[src/rtl/jct_pkg.sv]
// Package for joint_count_table: sizes, codes, job and config types,
// and the mixed-radix cell index function. No dependencies.
package jct_pkg;

    localparam int MAX_VARS        = 8;
    localparam int MAX_LABELS      = 4;
    localparam int COUNT_WIDTH_DEF = 32;
    localparam int QUEUE_DEPTH_DEF = 2;

    localparam int LAB_W   = (MAX_LABELS > 1) ? $clog2(MAX_LABELS) : 1;
    localparam int ADDR_W  = MAX_VARS + LAB_W;
    localparam int DEPTH   = (1 << MAX_VARS) * MAX_LABELS;
    localparam int NV_W    = 4;   // num_vars / label_slot register width
    localparam int NL_W    = 3;   // num_labels register width
    localparam int TOTAL_W = 32;
    localparam int CFG_W   = 4;   // widest register
    localparam int IDX_W   = 2;

    localparam logic [IDX_W-1:0] REG_NUM_VARS   = 2'd0;
    localparam logic [IDX_W-1:0] REG_LABEL_USED = 2'd1;
    localparam logic [IDX_W-1:0] REG_LABEL_SLOT = 2'd2;
    localparam logic [IDX_W-1:0] REG_NUM_LABELS = 2'd3;

    localparam logic CMD_COUNT = 1'b0;
    localparam logic CMD_QUERY = 1'b1;

    typedef enum logic [1:0] {
        JOB_COUNT,
        JOB_QUERY,
        JOB_EMPTY
    } job_kind_t;

    typedef enum logic [2:0] {
        ST_CLEAR,
        ST_IDLE,
        ST_CNT_WR,
        ST_Q_WALK,
        ST_Q_TAIL,
        ST_Q_DONE
    } back_state_t;

    // Effective (clamped) configuration.
    typedef struct packed {
        logic [NV_W-1:0] nv;
        logic [NV_W-1:0] slot;
        logic [NL_W-1:0] nl;
        logic            label_used;
    } cfg_t;

    typedef struct packed {
        job_kind_t           kind;
        logic [ADDR_W-1:0]   addr;
        logic [MAX_VARS-1:0] want;
        logic [MAX_VARS-1:0] gm;
        logic [LAB_W-1:0]    lab_start;
        logic                lab_fixed;
    } job_t;

    // Variable 0 is most significant; the label sits at cfg.slot with radix cfg.nl.
    function automatic logic [ADDR_W-1:0] cell_index(
        input logic [MAX_VARS-1:0] bits,
        input logic [LAB_W-1:0]    lab,
        input cfg_t                cfg
    );
        logic [MAX_VARS-1:0] rev;
        logic [MAX_VARS-1:0] lo_mask;
        logic [MAX_VARS-1:0] hi;
        logic [NV_W-1:0]     low_n;
        logic [ADDR_W-1:0]   mid;
        for (int i = 0; i < MAX_VARS; i++) begin
            rev[i] = bits[MAX_VARS-1-i];
        end
        // unused high variables fall off the bottom here
        rev = rev >> (NV_W'(MAX_VARS) - cfg.nv);
        if (!cfg.label_used) begin
            return ADDR_W'(rev);
        end
        low_n   = cfg.nv - cfg.slot;
        lo_mask = ~({MAX_VARS{1'b1}} << low_n);
        hi      = rev >> low_n;
        mid     = ADDR_W'(hi) * ADDR_W'(cfg.nl) + ADDR_W'(lab);
        return (mid << low_n) | ADDR_W'(rev & lo_mask);
    endfunction

endpackage

[src/rtl/jct_front.sv]
// Front part of joint_count_table: takes input transfers, drops counts with
// an unknown label, and turns the rest into queue jobs. Depends on jct_pkg.
module jct_front
    import jct_pkg::*;
(
    input  cfg_t                cfg,
    input  logic                clearing,
    input  logic                q_full,
    input  logic                s_valid,
    output logic                s_ready,
    input  logic                s_cmd,
    input  logic [MAX_VARS-1:0] s_value_bits,
    input  logic [LAB_W-1:0]    s_label_value,
    input  logic [MAX_VARS-1:0] s_given_mask,
    input  logic                s_label_given,
    output logic                push,
    output job_t                push_job
);

    logic [MAX_VARS-1:0] vmask;
    logic [MAX_VARS-1:0] gm;
    logic                lab_ok;
    logic                lab_given_eff;
    logic                take;

    assign s_ready       = !clearing && !q_full;
    assign take          = s_valid && s_ready;
    assign vmask         = ~({MAX_VARS{1'b1}} << cfg.nv);
    assign gm            = s_given_mask & vmask;
    assign lab_ok        = !cfg.label_used || (NL_W'(s_label_value) < cfg.nl);
    assign lab_given_eff = cfg.label_used && s_label_given;

    always_comb begin
        push_job.addr      = cell_index(s_value_bits & vmask,
                                        cfg.label_used ? s_label_value : '0, cfg);
        push_job.want      = s_value_bits & gm;
        push_job.gm        = gm;
        push_job.lab_start = lab_given_eff ? s_label_value : '0;
        push_job.lab_fixed = !cfg.label_used || s_label_given;
        push               = take;
        if (s_cmd == CMD_COUNT) begin
            push_job.kind = JOB_COUNT;
            push          = take && lab_ok;   // unknown label: nothing to count
        end else if (lab_given_eff && !lab_ok) begin
            push_job.kind = JOB_EMPTY;
        end else begin
            push_job.kind = JOB_QUERY;
        end
    end

endmodule

[config.mk]
export PLATFORM = sky130hd
export DESIGN_NAME = jct_front
export DESIGN_NICKNAME = d
export VERILOG_FILES = /design/src/rtl/jct_pkg.sv /design/src/rtl/jct_front.sv
export SDC_FILE = /design/constraint.sdc
export NUM_CORES = 1
export LEC_CHECK = 0
export BUFFER_PORTS_ARGS = -buffer_cell sky130_fd_sc_hd__clkbuf_2
export CELL_PAD_IN_SITES_DETAIL_PLACEMENT = 1
export CELL_PAD_IN_SITES_GLOBAL_PLACEMENT = 1
export CORE_MARGIN = 8
export CORE_UTILIZATION = 23
export DETAILED_ROUTE_END_ITERATION = 6
export PLACE_DENSITY_LB_ADDON = 0.1
export SETUP_SLACK_MARGIN = 0.1
export SLEW_MARGIN = 20
export SYNTH_ARGS = -nofsm -noshare
export SYNTH_HDL_FRONTEND = slang
export SYNTH_SLANG_ARGS = --single-unit
[constraint.sdc]
create_clock -name vclk -period 8.1
set_input_delay 1.62 -clock vclk [all_inputs]
set_output_delay 1.62 -clock vclk [all_outputs]
set_load 0.02 [all_outputs]
[After elaboration in Yosys (flattened, before gate mapping)]
Cells that the tools add are included.
Storage, ports and cells
  word-level logic and storage cells: 34
  input bits: 35
  bits in registers: 0
Cells by class
  multiplexer cells: 6
  order comparisons: 1
  reduce and logical (&&, ||, !) cells: 11
  shifts and indexed selects: 5
  $add $sub $neg: 3
  multipliers: 1
  bitwise logic cells: 7
Operator list (number)
  8-bit AND: 4
  8-bit NOT: 2
  8-bit by 4-bit left shift with 8-bit output, first input constant: 2
  8-bit by 4-bit right shift with 8-bit output: 2
  10-bit by 2-bit adder with 10-bit output: 1
  8-bit by 3-bit multiplier with 10-bit output: 1
  10-bit 2-to-1 mux: 1
  10-bit by 8-bit bitwise OR with 10-bit output: 1
  10-bit by 4-bit left shift with 10-bit output: 1
  2-bit 2-to-1 mux: 4
  1-bit logical AND: 5
  1-bit zero test: 4
  4-bit subtractor: 1
  4-bit subtractor, first input constant: 1
  2-bit by 3-bit < comparator with 1-bit output: 1
  1-bit logical OR: 2
  1-bit 2-to-1 mux: 1

[Longest topological paths before layout]
  depth after elaboration: 10
  depth in mapped cells: 21
  mapped depth without buffers: 20

[Worst setup path after synthesis]
OpenSTA, ideal clock, no wires.
  path kind: input port to output port
  from: input port cfg[8] (netlist name)
  to: output port push_job[28] (netlist name)
  stages: 20
  setup slack: -174 ps
  data required time: 6480 ps
  arrival: 6654 ps
  cell sequence: buf_2 > inv_2 > ha_1 > inv_1 > fa_1 > xor2_1 > nor4_2 > o21ai_1 > a2111o_1 > a32o_1 > a21oi_1 > fa_1 > ha_1 > fa_1 > a211oi_1 > o21bai_1 > a2111oi_0 > or3_1 > mux2i_1 > o22ai_1
RTL lines
  start, declared: RTL line jct_front.sv:6  | input cfg_t cfg,
  end, declared: RTL line jct_front.sv:17  | output job_t push_job

==> PnR_summary.wiki <==
{| class="wikitable"
! Metric !! Value
|-
| DP Wirelength || 9.33 mm
|-
| Element type at the critical path start || input pin
|-
| Nature of the critical path endpoint || output port
|-
| Worst hold path depth || 3
|-
| Worst slack on hold paths || 3500 ps
|-
| Number of global-route vias before repair || 3410
|-
| Synthesized area per cell || 7.14 µm²
|-
| Largest net degree at the start of global routing || 26
|-
| Number of nets produced by synthesis || 415
|-
| Min Clock Period, post-route || 8090 ps
|-
| Post-DRT Antenna Nets || 0
|-
| Drt pass-1 iters || 4
|-
| Warnings, synthesis || 0
|-
| Worst-margin pin slew || 558 ps
|-
| Number of library cell types mapped by synthesis || 68
|-
| Global-route wire length before repair || 18.3 mm
|-
| Final hold viol count || 0
|-
| WL per Instance || 18.1 µm
|-
| Fraction of layout cells with a size suffix above 1 || 0.483
|-
| Net count, final || 554
|-
| Width of the chip || 119 µm
|-
| Data arrival time of the critical path || 6470 ps
|-
| Maximum cell stage delay along the critical path || 530 ps
|-
| Sequential Area || 0 µm²
|-
| Combined area of all synthesized cells || 2460 µm²
|-
| Leakage dissipation || 1.88 nW
|-
| Worst path cell trace || buf_8, inv_8, buf_6, ha_4, inv_2, fa_2, xor2_4, nor4_4, o21ai_2, a2111o_1, a32o_2, a21oi_2, ha_1, ha_1, ha_2, fa_2, buf_4, a21o_1, a21oi_2, xnor2_2, mux4_2, a21oi_2, o22ai_2, clkbuf_8
|-
| Drt via density || 5.28
|-
| Min setup slack post-route || 9.70 ps
|-
| Post-placement worst setup slack || -336 ps
|-
| Kind of path behind the tightest hold check || input pin to output port
|-
| Met1 wire length || 5.44 mm
|-
| Number of antenna repair diodes || 0
|-
| Floorplan die area || 14300 µm²
|-
| Placeable core region || 10400 µm²
|-
| Buffers & Inverters on Critical Path || 6
|-
| Cell area power density || 82.9 nW/µm²
|-
| Summed negative setup slack over all endpoints || 0 ps
|-
| Worst Path Required || 6480 ps
|-
| Final setup violation count || 0
|-
| Starting density of the core || 0.238
|-
| Worst slew margin relative to its limit || 0.624
|-
| Met3 routed wirelength || 374 µm
|-
| Seq/Total Area, Yosys || 0
|-
| Critical path's top delay family || adder cells
|-
| DRC || 0
|-
| Cell Rows || 37
|-
| Category of the most critical setup path || input pin to output port
|-
| Number of max-cap violations || 0
|-
| Floorplan die height || 119 µm
|-
| Number of sequential storage elements || 0
|-
| Most used cell along the critical path || sky130_fd_sc_hd__a21oi_2
|-
| Total detailed-routing wirelength || 11.2 mm
|-
| Filler cell count || 1274
|-
| Number of max-slew violations in the final report || 0
|-
| IR drop worst, VDD || 0.0000363 V
|-
| Routed wire length on met2 || 5.32 mm
|-
| Hold Path Origin || clearing
|-
| Synthesized instance count || 345
|-
| Number of I/O pins || 68
|-
| Leading cell type in the layout, fill and taps excluded || sky130_fd_sc_hd__buf_4
|-
| Signed area change from the synthesized netlist to the final layout || 65.2%
|-
| Number of antenna violations at the first check in global routing || 0
|-
| Total global routing overflow || 0
|-
| Outcome || finished, final reports clean
|-
| Max Clock Freq || 0.124 GHz
|-
| Critical-path maximum fanout || 3
|-
| Number of hold-repair buffers added at the cts stage || 0
|-
| Max Used Layer || met4
|-
| Unrepaired setup endpoints after global routing || true
|-
| Portion of the clock cycle consumed by the worst path in the final layout || 0.999
|-
| Highest-count cells in the layout ignoring fill and taps || 85 x sky130_fd_sc_hd__buf_4, 61 x sky130_fd_sc_hd__clkbuf_2, 22 x sky130_fd_sc_hd__a21oi_1, 22 x sky130_fd_sc_hd__nand2_1, 19 x sky130_fd_sc_hd__nor2_1
|-
| Vias after detailed routing || 3264
|-
| Last weighted congestion value of the routability-driven placer || 0.850
|-
| Gr usage total || 0.151
|-
| Starting DRT DRC Count || 153
|-
| Hold Path Sink || s_ready
|-
| Highest-delay cell along the critical path || sky130_fd_sc_hd__mux4_2
|-
| PortBufs || 68
|-
| Clk_buf instances || 0
|}
[metrics by stage]
| stage | utilization | instances | total power, mW | area [µm²] |
|---|---|---|---|---|
| after floorplan | - | 345 | 0.162 | 2510 |
| after global placement | 0.342 | 612 | 0.290 | 3550 |
| after detailed placement | 0.342 | 612 | 0.292 | 3550 |
| after CTS | 0.368 | 618 | 0.315 | 3820 |
| after global routing | 0.392 | 618 | 0.366 | 4070 |
| final | 0.392 | 618 | 0.337 | 4070 |
[power by group]
part / internal [mW] / switching [mW]
clock network: 0 / 0
registers: 0 / 0
logic: 0.150 / 0.187
total: 0.150 / 0.187
[metal layers]
metal  GRT usage  up-vias
met5           0        -
met4      0.0109        0
met3      0.0155        4
met2       0.250       53
met1       0.214     1612
li1            -     1595
[synthesized netlist by cell type (all sizes together) (3+ instances only)]
library cell	number	area share
a21oi	28	0.057
o31ai	4	0.016
xor2	5	0.018
a22o	3	0.011
xnor2	5	0.018
mux2i	5	0.020
and2	19	0.048
nor3b	3	0.0091
nand2b	5	0.013
o22ai	5	0.013
mux2	5	0.023
a21boi	3	0.0091
clkbuf	12	0.018
and3	10	0.025
nand3	11	0.022
or3	6	0.015
nor2	22	0.034
inv	19	0.029
or2	3	0.0086
buf	5	0.011
nand2	22	0.034
a31oi	6	0.015
o211ai	4	0.012
o21ai	17	0.035
a22oi	3	0.0091
fa	8	0.065
o2111ai	3	0.011
a32oi	3	0.011
nor4	3	0.013
a21o	5	0.015
nand4	3	0.0076
nor2b	10	0.025
a211oi	4	0.012
nor3	10	0.026
o211a	3	0.012
ha	27	0.14
[timing repair]
| item | 4_1_cts | 5_1_grt |
|---|---|---|
| pin swaps | 30 | 26 |
| gates resized for setup | 41 | 51 |
| buffers inserted | 6 | 0 |
| hold endpoints to repair | 0 | 0 |
| endpoints found under the setup margin | 7 | 7 |
[logic make-up after synthesis]
logic type / after synthesis / share of synthesized area
buf+inv: 36 / 0.0584
compound gates: 122 / 0.351
xor+xnor: 10 / 0.0355
simple gates: 130 / 0.292
fa+ha+maj: 35 / 0.202
mux: 12 / 0.0615
[layout make-up]
class / count / area [µm²] / share of cell area
multi-input combinational: 309 / 2770 / 0.681
timing repair buffer: 154 / 1050 / 0.257
tap: 136 / 170 / 0.0418
inverter: 19 / 78.8 / 0.0194
[worst max path at each step]
stage	cells after the start	startpoint	slack (ps)	end
after floorplan	20	cfg[8]	140	push_job[28]
after global placement	21	cfg[8]	-340	push_job[28]
after detailed placement	23	cfg[8]	-340	push_job[28]
after CTS	24	cfg[8]	-110	push_job[25]
after global routing	24	cfg[8]	-110	push_job[28]
final	24	cfg[8]	10	push_job[28]
(Power assumes the default switching activity.)
