## config.mk

```make
export PLATFORM = sky130hd
export DESIGN_NAME = jct_fifo
export DESIGN_NICKNAME = d
export VERILOG_FILES = /design/src/rtl/jct_pkg.sv /design/src/rtl/jct_fifo.sv
export SDC_FILE = /design/constraint.sdc
export NUM_CORES = 1
export LEC_CHECK = 0
export ABC_CLOCK_PERIOD_IN_PS = 2800
export BUFFER_PORTS_ARGS = -buffer_cell sky130_fd_sc_hd__buf_2
export CAP_MARGIN = 10
export CORE_MARGIN = 1
export CORE_UTILIZATION = 45
export DETAILED_ROUTE_END_ITERATION = 16
export HOLD_SLACK_MARGIN = 0.02
export PLACE_DENSITY = 0.76
export SLEW_MARGIN = 5
export SYNTH_ARGS = -nofsm -noshare
export SYNTH_HDL_FRONTEND = slang
export SYNTH_SLANG_ARGS = --single-unit
```

## constraint.sdc

```tcl
create_clock -name aclk -period 2.8 [get_ports aclk]
set_input_delay 0.56 -clock aclk [delete_from_list [all_inputs] [get_ports aclk]]
set_output_delay 0.56 -clock aclk [all_outputs]
set_load 0.05 [all_outputs]
```

## src/rtl/jct_pkg.sv

```systemverilog
// Package for joint_count_table: sizes, codes, job and config types,
// and the mixed-radix cell index function. No dependencies.
package jct_pkg;

    localparam int MAX_VARS        = 8;
    localparam int MAX_LABELS      = 4;
    localparam int COUNT_WIDTH_DEF = 32;
    localparam int QUEUE_DEPTH_DEF = 2;

    localparam int LAB_W   = (MAX_LABELS > 1) ? $clog2(MAX_LABELS) : 1;
    localparam int ADDR_W  = MAX_VARS + LAB_W;
    localparam int DEPTH   = (1 << MAX_VARS) * MAX_LABELS;
    localparam int NV_W    = 4;   // num_vars / label_slot register width
    localparam int NL_W    = 3;   // num_labels register width
    localparam int TOTAL_W = 32;
    localparam int CFG_W   = 4;   // widest register
    localparam int IDX_W   = 2;

    localparam logic [IDX_W-1:0] REG_NUM_VARS   = 2'd0;
    localparam logic [IDX_W-1:0] REG_LABEL_USED = 2'd1;
    localparam logic [IDX_W-1:0] REG_LABEL_SLOT = 2'd2;
    localparam logic [IDX_W-1:0] REG_NUM_LABELS = 2'd3;

    localparam logic CMD_COUNT = 1'b0;
    localparam logic CMD_QUERY = 1'b1;

    typedef enum logic [1:0] {
        JOB_COUNT,
        JOB_QUERY,
        JOB_EMPTY
    } job_kind_t;

    typedef enum logic [2:0] {
        ST_CLEAR,
        ST_IDLE,
        ST_CNT_WR,
        ST_Q_WALK,
        ST_Q_TAIL,
        ST_Q_DONE
    } back_state_t;

    // Effective (clamped) configuration.
    typedef struct packed {
        logic [NV_W-1:0] nv;
        logic [NV_W-1:0] slot;
        logic [NL_W-1:0] nl;
        logic            label_used;
    } cfg_t;

    typedef struct packed {
        job_kind_t           kind;
        logic [ADDR_W-1:0]   addr;
        logic [MAX_VARS-1:0] want;
        logic [MAX_VARS-1:0] gm;
        logic [LAB_W-1:0]    lab_start;
        logic                lab_fixed;
    } job_t;

    // Variable 0 is most significant; the label sits at cfg.slot with radix cfg.nl.
    function automatic logic [ADDR_W-1:0] cell_index(
        input logic [MAX_VARS-1:0] bits,
        input logic [LAB_W-1:0]    lab,
        input cfg_t                cfg
    );
        logic [MAX_VARS-1:0] rev;
        logic [MAX_VARS-1:0] lo_mask;
        logic [MAX_VARS-1:0] hi;
        logic [NV_W-1:0]     low_n;
        logic [ADDR_W-1:0]   mid;
        for (int i = 0; i < MAX_VARS; i++) begin
            rev[i] = bits[MAX_VARS-1-i];
        end
        // unused high variables fall off the bottom here
        rev = rev >> (NV_W'(MAX_VARS) - cfg.nv);
        if (!cfg.label_used) begin
            return ADDR_W'(rev);
        end
        low_n   = cfg.nv - cfg.slot;
        lo_mask = ~({MAX_VARS{1'b1}} << low_n);
        hi      = rev >> low_n;
        mid     = ADDR_W'(hi) * ADDR_W'(cfg.nl) + ADDR_W'(lab);
        return (mid << low_n) | ADDR_W'(rev & lo_mask);
    endfunction

endpackage

```

## src/rtl/jct_fifo.sv

```systemverilog
// Short job queue between the front and back parts of joint_count_table.
// Depends on jct_pkg for job_t.
module jct_fifo
    import jct_pkg::*;
#(
    parameter int QUEUE_DEPTH = QUEUE_DEPTH_DEF
) (
    input  logic aclk,
    input  logic aresetn,
    input  logic push,
    input  job_t push_job,
    input  logic pop,
    output job_t head,
    output logic full,
    output logic empty
);

    localparam int PW = (QUEUE_DEPTH > 1) ? $clog2(QUEUE_DEPTH) : 1;
    localparam int CW = $clog2(QUEUE_DEPTH + 1);

    job_t          entry_reg [QUEUE_DEPTH];
    logic [PW-1:0] wr_ptr_reg, wr_ptr_next;
    logic [PW-1:0] rd_ptr_reg, rd_ptr_next;
    logic [CW-1:0] count_reg, count_next;

    assign full  = (count_reg == CW'(QUEUE_DEPTH));
    assign empty = (count_reg == '0);
    assign head  = entry_reg[rd_ptr_reg];

    always_comb begin
        wr_ptr_next = wr_ptr_reg;
        rd_ptr_next = rd_ptr_reg;
        count_next  = count_reg;
        if (push) begin
            wr_ptr_next = (wr_ptr_reg == PW'(QUEUE_DEPTH - 1)) ? '0 : wr_ptr_reg + 1'b1;
        end
        if (pop) begin
            rd_ptr_next = (rd_ptr_reg == PW'(QUEUE_DEPTH - 1)) ? '0 : rd_ptr_reg + 1'b1;
        end
        if (push && !pop) begin
            count_next = count_reg + 1'b1;
        end else if (pop && !push) begin
            count_next = count_reg - 1'b1;
        end
    end

    always_ff @(posedge aclk) begin
        if (!aresetn) begin
            wr_ptr_reg <= '0;
            rd_ptr_reg <= '0;
            count_reg  <= '0;
        end else begin
            wr_ptr_reg <= wr_ptr_next;
            rd_ptr_reg <= rd_ptr_next;
            count_reg  <= count_next;
        end
    end

    always_ff @(posedge aclk) begin
        if (push) begin
            entry_reg[wr_ptr_reg] <= push_job;
        end
    end

endmodule

```

# Word-level counts from Yosys, hierarchy flattened
# Memories as Yosys holds them, arrays and structs flattened. A register that Yosys moved wholly into a read port is not among the register bits.
# Cells that the tools add are included.
[classes]
add_sub_neg = 4
n_eq_ne = 1
mux = 8
reduce_logical = 6
[ops]
columns = ["cell", "count"]
rows = [
  ["1-bit two-way mux", 6],
  ["2-bit two-way mux", 2],
  ["1-bit adder (second input constant)", 2],
  ["2-bit by 1-bit adder with 2-bit output (second input constant)", 1],
  ["2-bit equality test (second input constant)", 1],
  ["1-bit logical AND", 2],
  ["1-bit logical NOT", 2],
  ["2-bit logical NOT", 1],
  ["2-bit nonzero test", 1],
  ["2-bit by 1-bit subtractor with 2-bit output (second input constant)", 1],
]
[word_totals]
register_bits = 4
mem_bits_rw = 62
inputBits = 35
elab_cells = 23
mem_count = 1
[mem_list]
columns = ["memory", "words", "word_bits", "rd", "rd_clocked_by_memory_dff", "wr", "line_no", "source"]
rows = [
  ["entry_reg", 2, 31, 1, 1, 1, "jct_fifo.sv:21", "job_t entry_reg [QUEUE_DEPTH];"],
]

# Longest topological paths before layout
# Gate-level depths: netlist of run 1.
[logic_depth]
ltp_word = 4
depth_mapped = 5
depth_no_buf = 5

# Worst setup path after synthesis of run 1
# Ideal clock, no wire load.
[synth_path]
path_type = "input-to-reg"
start = "in push"
end = "mem entry_reg[0][0] (netlist name) (enable)"
setup_time_ps = 424
arrival_ps = 1996
t_required_ps = 2376
slack_ps = 380
cell_stages = 1
path_buffers = 0
cell_sequence = "nor2b_1"
[synth_via]
elab_chain_len = 2
[synth_lines]
columns = ["element", "line_no", "source"]
rows = [
  ["from (decl)", "jct_fifo.sv:10", "input logic push,"],
  ["1-bit two-way mux", "jct_fifo.sv:60", "if (push) begin"],
  ["1-bit two-way mux (not written as such)", "jct_fifo.sv:61", "entry_reg[wr_ptr_reg] <= push_job;"],
  ["to (decl)", "jct_fifo.sv:21", ""],
]
# No other way between the ends.

==> results.sh, run 1 <==
export IMPL_status="completed"
export IMPL_antenna_found_initial=0
export IMPL_synth_nets=154
export IMPL_synth_edf_count=62
export IMPL_seq_area_frac_synth_pct=80.2
export IMPL_numCtsBuffers=9
export IMPL_yosys_top_cells_count="edfxtp_1 (62), mux2_2 (31), dfxtp_1 (5), and2_1 (4), buf_2 (3)"
export IMPL_syn_avg_cell_area_um2=20.7
export IMPL_path_clk_slew_ns=0.06
export IMPL_hold_ws_ns=0.421
export IMPL_endpoint_kind="output port"
export IMPL_place_hpwl_um=2560
export IMPL_async_flop_share_pct=0
export IMPL_cp_required_ns=2.24
export IMPL_met1_length_um=1580
export IMPL_grt_pass1_wl_um=5380
export IMPL_synthFlopType="edfxtp_1"
export IMPL_fmax_mhz=461
export IMPL_post_cts_setup_buffers=0
export IMPL_top_layer_used="met4"
export IMPL_clock_root_buffer="clkbuf_8"
export IMPL_dr_wl_met2_um=2040
export IMPL_crit_type="flop to output port"
export IMPL_cts_sinks=67
export IMPL_yosysWarnings=0
export IMPL_wl_per_cell_um=14.4
export IMPL_largest_reg_flops=62
export IMPL_htreeDepth=3
export IMPL_syn2layout_area_growth_pct=25.0
export IMPL_setup_tns_ns=0
export IMPL_critical_path_max_fanout=31
export IMPL_drtIter0Drc=87
export IMPL_numPortBuffers=67
export IMPL_dr_pass1_iters=4
export IMPL_num_rows=26
export IMPL_rsz0062_at_grt="no"
export IMPL_synth_distinct_cells=16
export IMPL_hold_violations=0
export IMPL_finalPower_w=0.00221
export IMPL_multi_input_area_um2=472
export IMPL_period_needed_ns=2.17
export IMPL_grt_pass1_vias=1227
export IMPL_die_x_um=75.7
export IMPL_vias_per_cell=4.77
export IMPL_core_area_um2=5170
export IMPL_cts_tree="done"
export IMPL_grt_max_degree=32
export IMPL_antenna_left=0
export IMPL_overflow=0
export IMPL_ir_drop_mv=0.416
export IMPL_dr_wl_met3_um=177
export IMPL_fin_crit_sh_pct=77.5
export IMPL_netlist_area_leader_share_pct=76.2
export IMPL_postPlaceCellArea_um2=2900
export IMPL_cp_cell_sequence="buf_4 > mux2_2 > buf_2"
export IMPL_worstSkewPairLatency_ns=0.32
export IMPL_synthCells=118
export IMPL_cts_buffer_depth=2
export IMPL_hold_buffers=0
export IMPL_start_util_pct=47.3
export IMPL_remaining_drc_errors=0
export IMPL_die_area_um2=5730
export IMPL_drv_slew=0
export IMPL_final_setup_viol_count=0
export IMPL_vias=1294
export IMPL_final_design_area_no_fill_um2=3060
export IMPL_slowest_stage="mux2_2"
export IMPL_cap_viol_max_count=0
export IMPL_r2r_slack_ns=1.50
export IMPL_antenna_cells=0
export IMPL_clock_skew_ns=0.00467
export IMPL_synth_area_um2=2440
export IMPL_fillers=401
export IMPL_wirelength_um=3900
export IMPL_cts_resized=0
export IMPL_gp_congestion=0.715
export IMPL_yosysMostFrequentCell="edfxtp_1"
export IMPL_leakage_nw=1.16
export IMPL_ys_seq_elements=67
export IMPL_die_y_um=75.7
export IMPL_seqCellArea_um2=1960
export IMPL_yosys_top_cells_area="edfxtp_1 (76%), mux2_2 (14%), dfxtp_1 (4.1%)"
export IMPL_tightest_slew_ns=0.514
export IMPL_critPathArrivalTime_ns=1.61
export IMPL_cp_num_buf_inv=2
export IMPL_max_stage_delay_ns=0.40
export IMPL_start_kind="flop"
export IMPL_io_pins=68
export IMPL_max_slew_margin_pct=65.7
export IMPL_nNetsFinal=232
export IMPL_grt_usage_pct=13.9
export IMPL_min_path_type="input port to flop"
export IMPL_p_per_area_nw_per_um2=725
export IMPL_yosysTopAreaCell="edfxtp_1"
export IMPL_crit_family="buffers and inverters"
export IMPL_drive_gt1_share_pct=56.2
-- final cells by class --
| cell class | count | area share (%) |
|---|---|---|
| clock buffers | 16 | 5.24 |
| inverters | 1 | 0.123 |
| repair buffers | 70 | 12.1 |
| multi-input cells | 47 | 15.4 |
| flip-flops and latches | 67 | 64.2 |
| well taps | 70 | 2.87 |
-- worst register-to-register path, stage by stage, from the launching register on --
cell     delay [ns]
dfxtp_1        0.34
nor2b_4        0.44
buf_12         0.23
-- logic make-up after synthesis --
family | synth area share [%]
buffers and inverters | 0.767
muxes | 14.3
and+or+nand+nor | 2.30
adders and majority gates | 0.512
xor gates and xnor gates | 1.07
DFF | 80.2
AOI/OAI and AO/OA | 0.819
-- routing by layer --
layer / vias up / GRT usage, %
met5: - / 0
met3: 9 / 3.17
met1: 630 / 14.3
li1: 611 / -
met4: 0 / 11.1
met2: 44 / 24.4
-- metrics by stage --
| step | utilization, % | std cells | setup slack, ns |
|---|---|---|---|
| after floorplan | - | 118 | 0.380 |
| after global placement | 56.0 | 255 | 0.960 |
| after detailed placement | 56.0 | 255 | 0.956 |
| after CTS | 59.1 | 271 | 0.604 |
| after global routing | 59.1 | 271 | 0.547 |
| final | 59.1 | 271 | 0.629 |
-- power by group --
group / total, W / switching [W] / internal (W)
Combinational: 0.000389 / 0.000271 / 0.000118
Sequential: 0.00117 / 0.0000157 / 0.00115
Clock: 0.000655 / 0.000307 / 0.000348
Total: 0.00221 / 0.000594 / 0.00162
-- layout by cell type, fill, tap and decap left out, drive strengths merged, types with 2 or more instances in the layout --
cell type,netlist,routed
buf,3,70
edfxtp,62,62
mux2,31,31
dfxtp,5,5
and2,4,4
xor2,2,2
nor2b,2,2
clkbuf,0,16
-- path summary, 6_finish.rpt --
path           startpoint          endpoint  depth (start not counted)
max                  flop          head[10]                          3
min          push_job[25]  entry_reg[0][25]                          1
max reg2reg    wr_ptr_reg   entry_reg[0][1]                          2
min reg2reg  count_reg[1]      count_reg[1]                          2
No activity file was read; power rests on OpenSTA's default activity.
==> inputs of run 2 (changes only) <==
--- a/config.mk
+++ b/config.mk
@@ -5,14 +5,14 @@
 export SDC_FILE = /design/constraint.sdc
 export NUM_CORES = 1
 export LEC_CHECK = 0
-export ABC_CLOCK_PERIOD_IN_PS = 2800
+export ABC_CLOCK_PERIOD_IN_PS = 1900
 export BUFFER_PORTS_ARGS = -buffer_cell sky130_fd_sc_hd__buf_2
 export CAP_MARGIN = 10
 export CORE_MARGIN = 1
 export CORE_UTILIZATION = 45
 export DETAILED_ROUTE_END_ITERATION = 16
 export HOLD_SLACK_MARGIN = 0.02
-export PLACE_DENSITY = 0.76
+export PLACE_DENSITY = 0.79
 export SLEW_MARGIN = 5
 export SYNTH_ARGS = -nofsm -noshare
 export SYNTH_HDL_FRONTEND = slang
==> constraint.sdc (replaced) <==
create_clock -name aclk -period 1.9 [get_ports aclk]
set_input_delay 0.38 -clock aclk [delete_from_list [all_inputs] [get_ports aclk]]
set_output_delay 0.38 -clock aclk [all_outputs]
set_load 0.05 [all_outputs]
==> results.sh, run 2 (same netlist as run 1, synthesis figures left out) <==
export IMPL_final_setup_viol_count=0
export IMPL_drive_gt1_share_pct=57.1
export IMPL_vias_per_cell=4.70
export IMPL_place_hpwl_um=2520
export IMPL_clock_root_buffer="clkbuf_8"
export IMPL_fmax_mhz=537
export IMPL_hold_buffers=0
export IMPL_ir_drop_mv=0.518
export IMPL_wirelength_um=3780
export IMPL_worstSkewPairLatency_ns=0.33
export IMPL_cts_tree="done"
export IMPL_slowest_stage="mux2_2"
export IMPL_post_cts_setup_buffers=0
export IMPL_wl_per_cell_um=13.9
export IMPL_antenna_found_initial=0
export IMPL_die_area_um2=5730
export IMPL_hold_ws_ns=0.237
export IMPL_antenna_left=0
export IMPL_grt_max_degree=26
export IMPL_status="completed"
export IMPL_setup_slack_ns=0.0387
export IMPL_core_area_um2=5170
export IMPL_die_x_um=75.7
export IMPL_final_cell_mix="buf_2 (67), edfxtp_1 (62), mux2_2 (31)"
export IMPL_max_slew_margin_pct=77.1
export IMPL_nNetsFinal=234
export IMPL_crit_type="flop to output port"
export IMPL_tightest_slew_ns=0.343
export IMPL_num_rows=26
export IMPL_numPortBuffers=67
export IMPL_cp_num_buf_inv=2
export IMPL_period_needed_ns=1.86
export IMPL_gp_congestion=0.691
export IMPL_remaining_drc_errors=0
export IMPL_path_clk_slew_ns=0.07
export IMPL_cts_sinks=67
export IMPL_max_stage_delay_ns=0.37
export IMPL_leakage_nw=1.18
export IMPL_clock_skew_ns=0.00782
export IMPL_drtIter0Drc=44
export IMPL_die_y_um=75.7
export IMPL_endpoint_kind="output port"
export IMPL_largest_reg_flops=62
export IMPL_antenna_cells=0
export IMPL_fin_crit_sh_pct=98.0
export IMPL_min_path_type="input port to flop"
export IMPL_grt_pass1_vias=1297
export IMPL_cts_buffer_depth=2
export IMPL_drv_slew=0
export IMPL_overflow=0
export IMPL_crit_family="buffers and inverters"
export IMPL_grt_usage_pct=15.0
export IMPL_final_common_cell="buf_2"
export IMPL_syn2layout_area_growth_pct=25.3
export IMPL_htreeDepth=3
export IMPL_dr_pass1_iters=4
export IMPL_cp_required_ns=1.52
export IMPL_cts_resized=0
export IMPL_io_pins=68
export IMPL_rsz0062_at_grt="yes"
export IMPL_cp_cell_sequence="buf_4 > mux2_2 > buf_2"
export IMPL_dpl_worst_slack_ns=0.372
export IMPL_numCtsBuffers=9
export IMPL_p_per_area_nw_per_um2=1050
export IMPL_hold_violations=0
export IMPL_start_kind="flop"
export IMPL_critical_path_max_fanout=17
export IMPL_vias=1282
export IMPL_grt_pass1_wl_um=5750
export IMPL_cap_viol_max_count=0
export IMPL_critPathArrivalTime_ns=1.48
export IMPL_start_util_pct=47.3
run 2: changes by cell type in the layout (fill, tap and decap cells not counted), sizes merged:
cell    previous run  this run
buf               70        72
clkbuf            16        12
clkinv             0         4
run 2: metal layers:
layer | share of wire (%) | track usage (%) | vias up
li1 | - | - | 616
met1 | 40 | 15.9 | 620
met2 | 54 | 25.6 | 40
met3 | 5.2 | 6.08 | 6
met4 | 1.4 | 8.02 | 0
met5 | 0 | 0 | -
run 2: power breakdown:
part,switching [W],internal [W]
Combinational,0.000401,0.000178
Clock,0.000465,0.000461
Sequential,0.0000227,0.00170
run 2: final timing paths:
| path | from | to | slack (ns) | cells past startpoint |
|---|---|---|---|---|
| hold / removal | push_job[1] | entry_reg[0][1] | 0.24 | 1 |
| setup reg to reg | wr_ptr_reg | entry_reg[1][25] | 0.68 | 2 |
| hold reg to reg | count_reg[1] | count_reg[1] | 0.50 | 2 |
| setup / recovery | flop | head[8] | 0.04 | 3 |
run 2: per-stage QoR:
stage                     utilization (%)  setup TNS, ns  power, W  std cells  instance area, um2
after global routing                 59.2         -0.477   0.00336        273                3060
after global placement               56.3              0   0.00233        257                2910
final                                59.2              0   0.00323        273                3060
after CTS                            59.2              0   0.00327        273                3060
after floorplan                         -              0   0.00219        118                2450
after detailed placement             56.3              0   0.00234        257                2910
run 2: final cells by class:
type / instances / area [um2]
Sequential cell: 67 / 1960
Clock inverter: 4 / 17.5
Tap cell: 70 / 87.6
Multi-Input combinational cell: 47 / 472
Clock buffer: 12 / 135
Inverter: 1 / 3.75
Timing Repair Buffer: 72 / 385
Fill cell: 402 / 2110
==> inputs of run 3 (changes only) <==
--- a/config.mk
+++ b/config.mk
@@ -5,6 +5,7 @@
 export SDC_FILE = /design/constraint.sdc
 export NUM_CORES = 1
 export LEC_CHECK = 0
+export ABC_AREA = 1
 export ABC_CLOCK_PERIOD_IN_PS = 1900
 export BUFFER_PORTS_ARGS = -buffer_cell sky130_fd_sc_hd__buf_2
 export CAP_MARGIN = 10
==> results.sh, run 3 <==
export IMPL_period_needed_ns=1.82
export IMPL_fmax_mhz=549
export IMPL_ff2ff_path_depth=3
export IMPL_cts_buffer_depth=2
export IMPL_num_rows=26
export IMPL_synthFlopType="edfxtp_1"
export IMPL_start_kind="flop"
export IMPL_clock_skew_ns=0.00356
export IMPL_hold_ws_ns=0.232
export IMPL_seq_power_share_pct=51.9
export IMPL_drtIter0Drc=33
export IMPL_numPortBuffers=67
export IMPL_antenna_cells=0
export IMPL_endpoint_kind="output port"
export IMPL_antenna_left=0
export IMPL_fin_crit_sh_pct=95.9
export IMPL_grt_pass1_vias=1387
export IMPL_die_area_um2=5790
export IMPL_path_clk_slew_ns=0.07
export IMPL_synthCells=131
export IMPL_ys_seq_elements=67
export IMPL_cp_required_ns=1.52
export IMPL_setup_tns_ns=0
export IMPL_synth_distinct_cells=12
export IMPL_nNetsFinal=248
export IMPL_cap_viol_max_count=0
export IMPL_cts_sinks=67
export IMPL_io_pins=68
export IMPL_wl_per_cell_um=13.5
export IMPL_dr_pass1_iters=4
export IMPL_numCtsBuffers=9
export IMPL_core_area_um2=5200
export IMPL_drv_slew=0
export IMPL_fin_util_pct=59.9
export IMPL_largest_reg_flops=62
export IMPL_final_cell_mix="buf_2 (67), edfxtp_1 (62), mux2_2 (31)"
export IMPL_final_setup_viol_count=0
export IMPL_syn2layout_area_growth_pct=26.0
export IMPL_ir_drop_mv=0.501
export IMPL_power_frac_comb_pct=15.5
export IMPL_gp_congestion=0.660
export IMPL_vias=1353
export IMPL_synth_area_um2=2470
export IMPL_max_slew_margin_pct=81.8
export IMPL_p_sw_w=0.000873
export IMPL_netSwitchingFraction_pct=26.3
export IMPL_hold_buffers=0
export IMPL_htreeDepth=3
export IMPL_antenna_found_initial=0
export IMPL_syn_avg_cell_area_um2=18.9
export IMPL_yosysTopAreaCell="edfxtp_1"
export IMPL_synth_nets=167
export IMPL_clkPwrFrac_pct=32.6
export IMPL_tightest_slew_ns=0.276
export IMPL_die_y_um=76.1
export IMPL_fillers=421
export IMPL_vias_per_cell=4.71
export IMPL_crit_type="flop to output port"
export IMPL_status="completed"
export IMPL_yosysMostFrequentCell="edfxtp_1"
export IMPL_drive_gt1_share_pct=55.3
export IMPL_whs_path_depth=1
export IMPL_yosysWarnings=0
export IMPL_critPathArrivalTime_ns=1.44
export IMPL_yosys_top_cells_count="edfxtp_1 (62), mux2_2 (31), nor2_1 (9), inv_1 (8), nand2_1 (8)"
export IMPL_worstSkewPairLatency_ns=0.33
export IMPL_clock_root_buffer="clkbuf_8"
export IMPL_rsz0062_at_grt="no"
export IMPL_grt_max_degree=20
export IMPL_synth_edf_count=62
export IMPL_remaining_drc_errors=0
export IMPL_p_per_area_nw_per_um2=1070
export IMPL_grt_pass1_wl_um=6180
export IMPL_seq_area_frac_synth_pct=79.4
export IMPL_hold_violations=0
export IMPL_cts_tree="done"
export IMPL_netlist_area_leader_share_pct=75.3
export IMPL_wirelength_um=3860
export IMPL_p_int_w=0.00245
export IMPL_start_util_pct=47.5
export IMPL_async_flop_share_pct=0
export IMPL_final_common_cell="buf_2"
export IMPL_place_hpwl_um=2610
export IMPL_critical_path_max_fanout=12
export IMPL_min_path_type="input port to flop"
export IMPL_die_x_um=76.1
export IMPL_leakage_nw=1.23
export IMPL_grt_usage_pct=14.6
export IMPL_yosys_top_cells_area="edfxtp_1 (75%), mux2_2 (14%), dfxtp_1 (4.0%)"
export IMPL_overflow=0
-- run 3: cell types whose count changed after synthesis, moves of 3 or more --
| cell | previous run | this run |
|---|---|---|
| nand2_1 | 0 | 8 |
| inv_1 | 1 | 8 |
| and2_1 | 4 | 0 |
| buf_2 | 3 | 0 |
| nor2_1 | 1 | 9 |
| buf_6 | 0 | 3 |
-- run 3: power by group through the flow --
stage          clock (W)  sequential, W  combinational [W]
2_1_floorplan          0        0.00175           0.000385
3_3_place_gp           0        0.00175           0.000511
3_5_place_dp           0        0.00175           0.000515
4_1_cts          0.00111        0.00172           0.000518
5_1_grt          0.00118        0.00173           0.000544
6_report         0.00108        0.00172           0.000516
-- run 3: area by class of cell --
type                            count  area (um2)  share of cell area [%]
Sequential cell                    67        1960                    63.0
Multi-Input combinational cell     53         454                    14.6
Timing Repair Buffer               73         397                    12.7
Clock buffer                       10         128                    4.10
Inverter                            8        30.0                   0.964
Tap cell                           70        87.6                    2.81
Clock inverter                      6        56.3                    1.81
-- run 3: metal layers --
layer  vias up  GRT usage (%)  routed length, um
met1       645           15.1               1570
met5         -              0                  0
met4         0           8.65                108
li1        652              -                  -
met2        45           23.9               1940
met3        11           7.31                246
-- run 3: worst paths after layout --
kind                            slack, ns         from          endpoint
worst min register to register       0.51   rd_ptr_reg              flop
worst max register to register       0.77   wr_ptr_reg  entry_reg[1][12]
worst min-delay path                 0.23  push_job[7]   entry_reg[1][7]
worst max-delay path                 0.08         flop          head[25]
-- run 3: through the flow --
stage / area [um2] / setup WS [ns] / power (W) / instances
floorplan: 2470 / 0.281 / 0.00214 / 131
global placement: 2910 / 0.343 / 0.00226 / 271
detailed placement: 2910 / 0.332 / 0.00227 / 271
CTS: 3100 / 0.0132 / 0.00336 / 287
global route: 3120 / 0.00182 / 0.00345 / 287
finish: 3120 / 0.0773 / 0.00332 / 287
-- run 3: kinds of logic after synthesis --
logic type / share of synthesized area (%)
buffers and inverters: 2.58
multiplexers: 14.1
AO/OA/AOI/OAI: 0.404
AND/OR/NAND/NOR: 3.04
flip-flops: 79.4
adder cells (fa/ha/maj): 0.506
-- run 3: critical path: stages (launching register included) --
cell     delay (ns)
dfxtp_2        0.36
buf_6          0.18
mux2_2         0.35
buf_2          0.21
-- run 3: what timing repair did --
action,in CTS,in global routing
buffers inserted,0,0
endpoints found under the setup margin,19,31
resized for setup,1,4
pin swaps,0,0
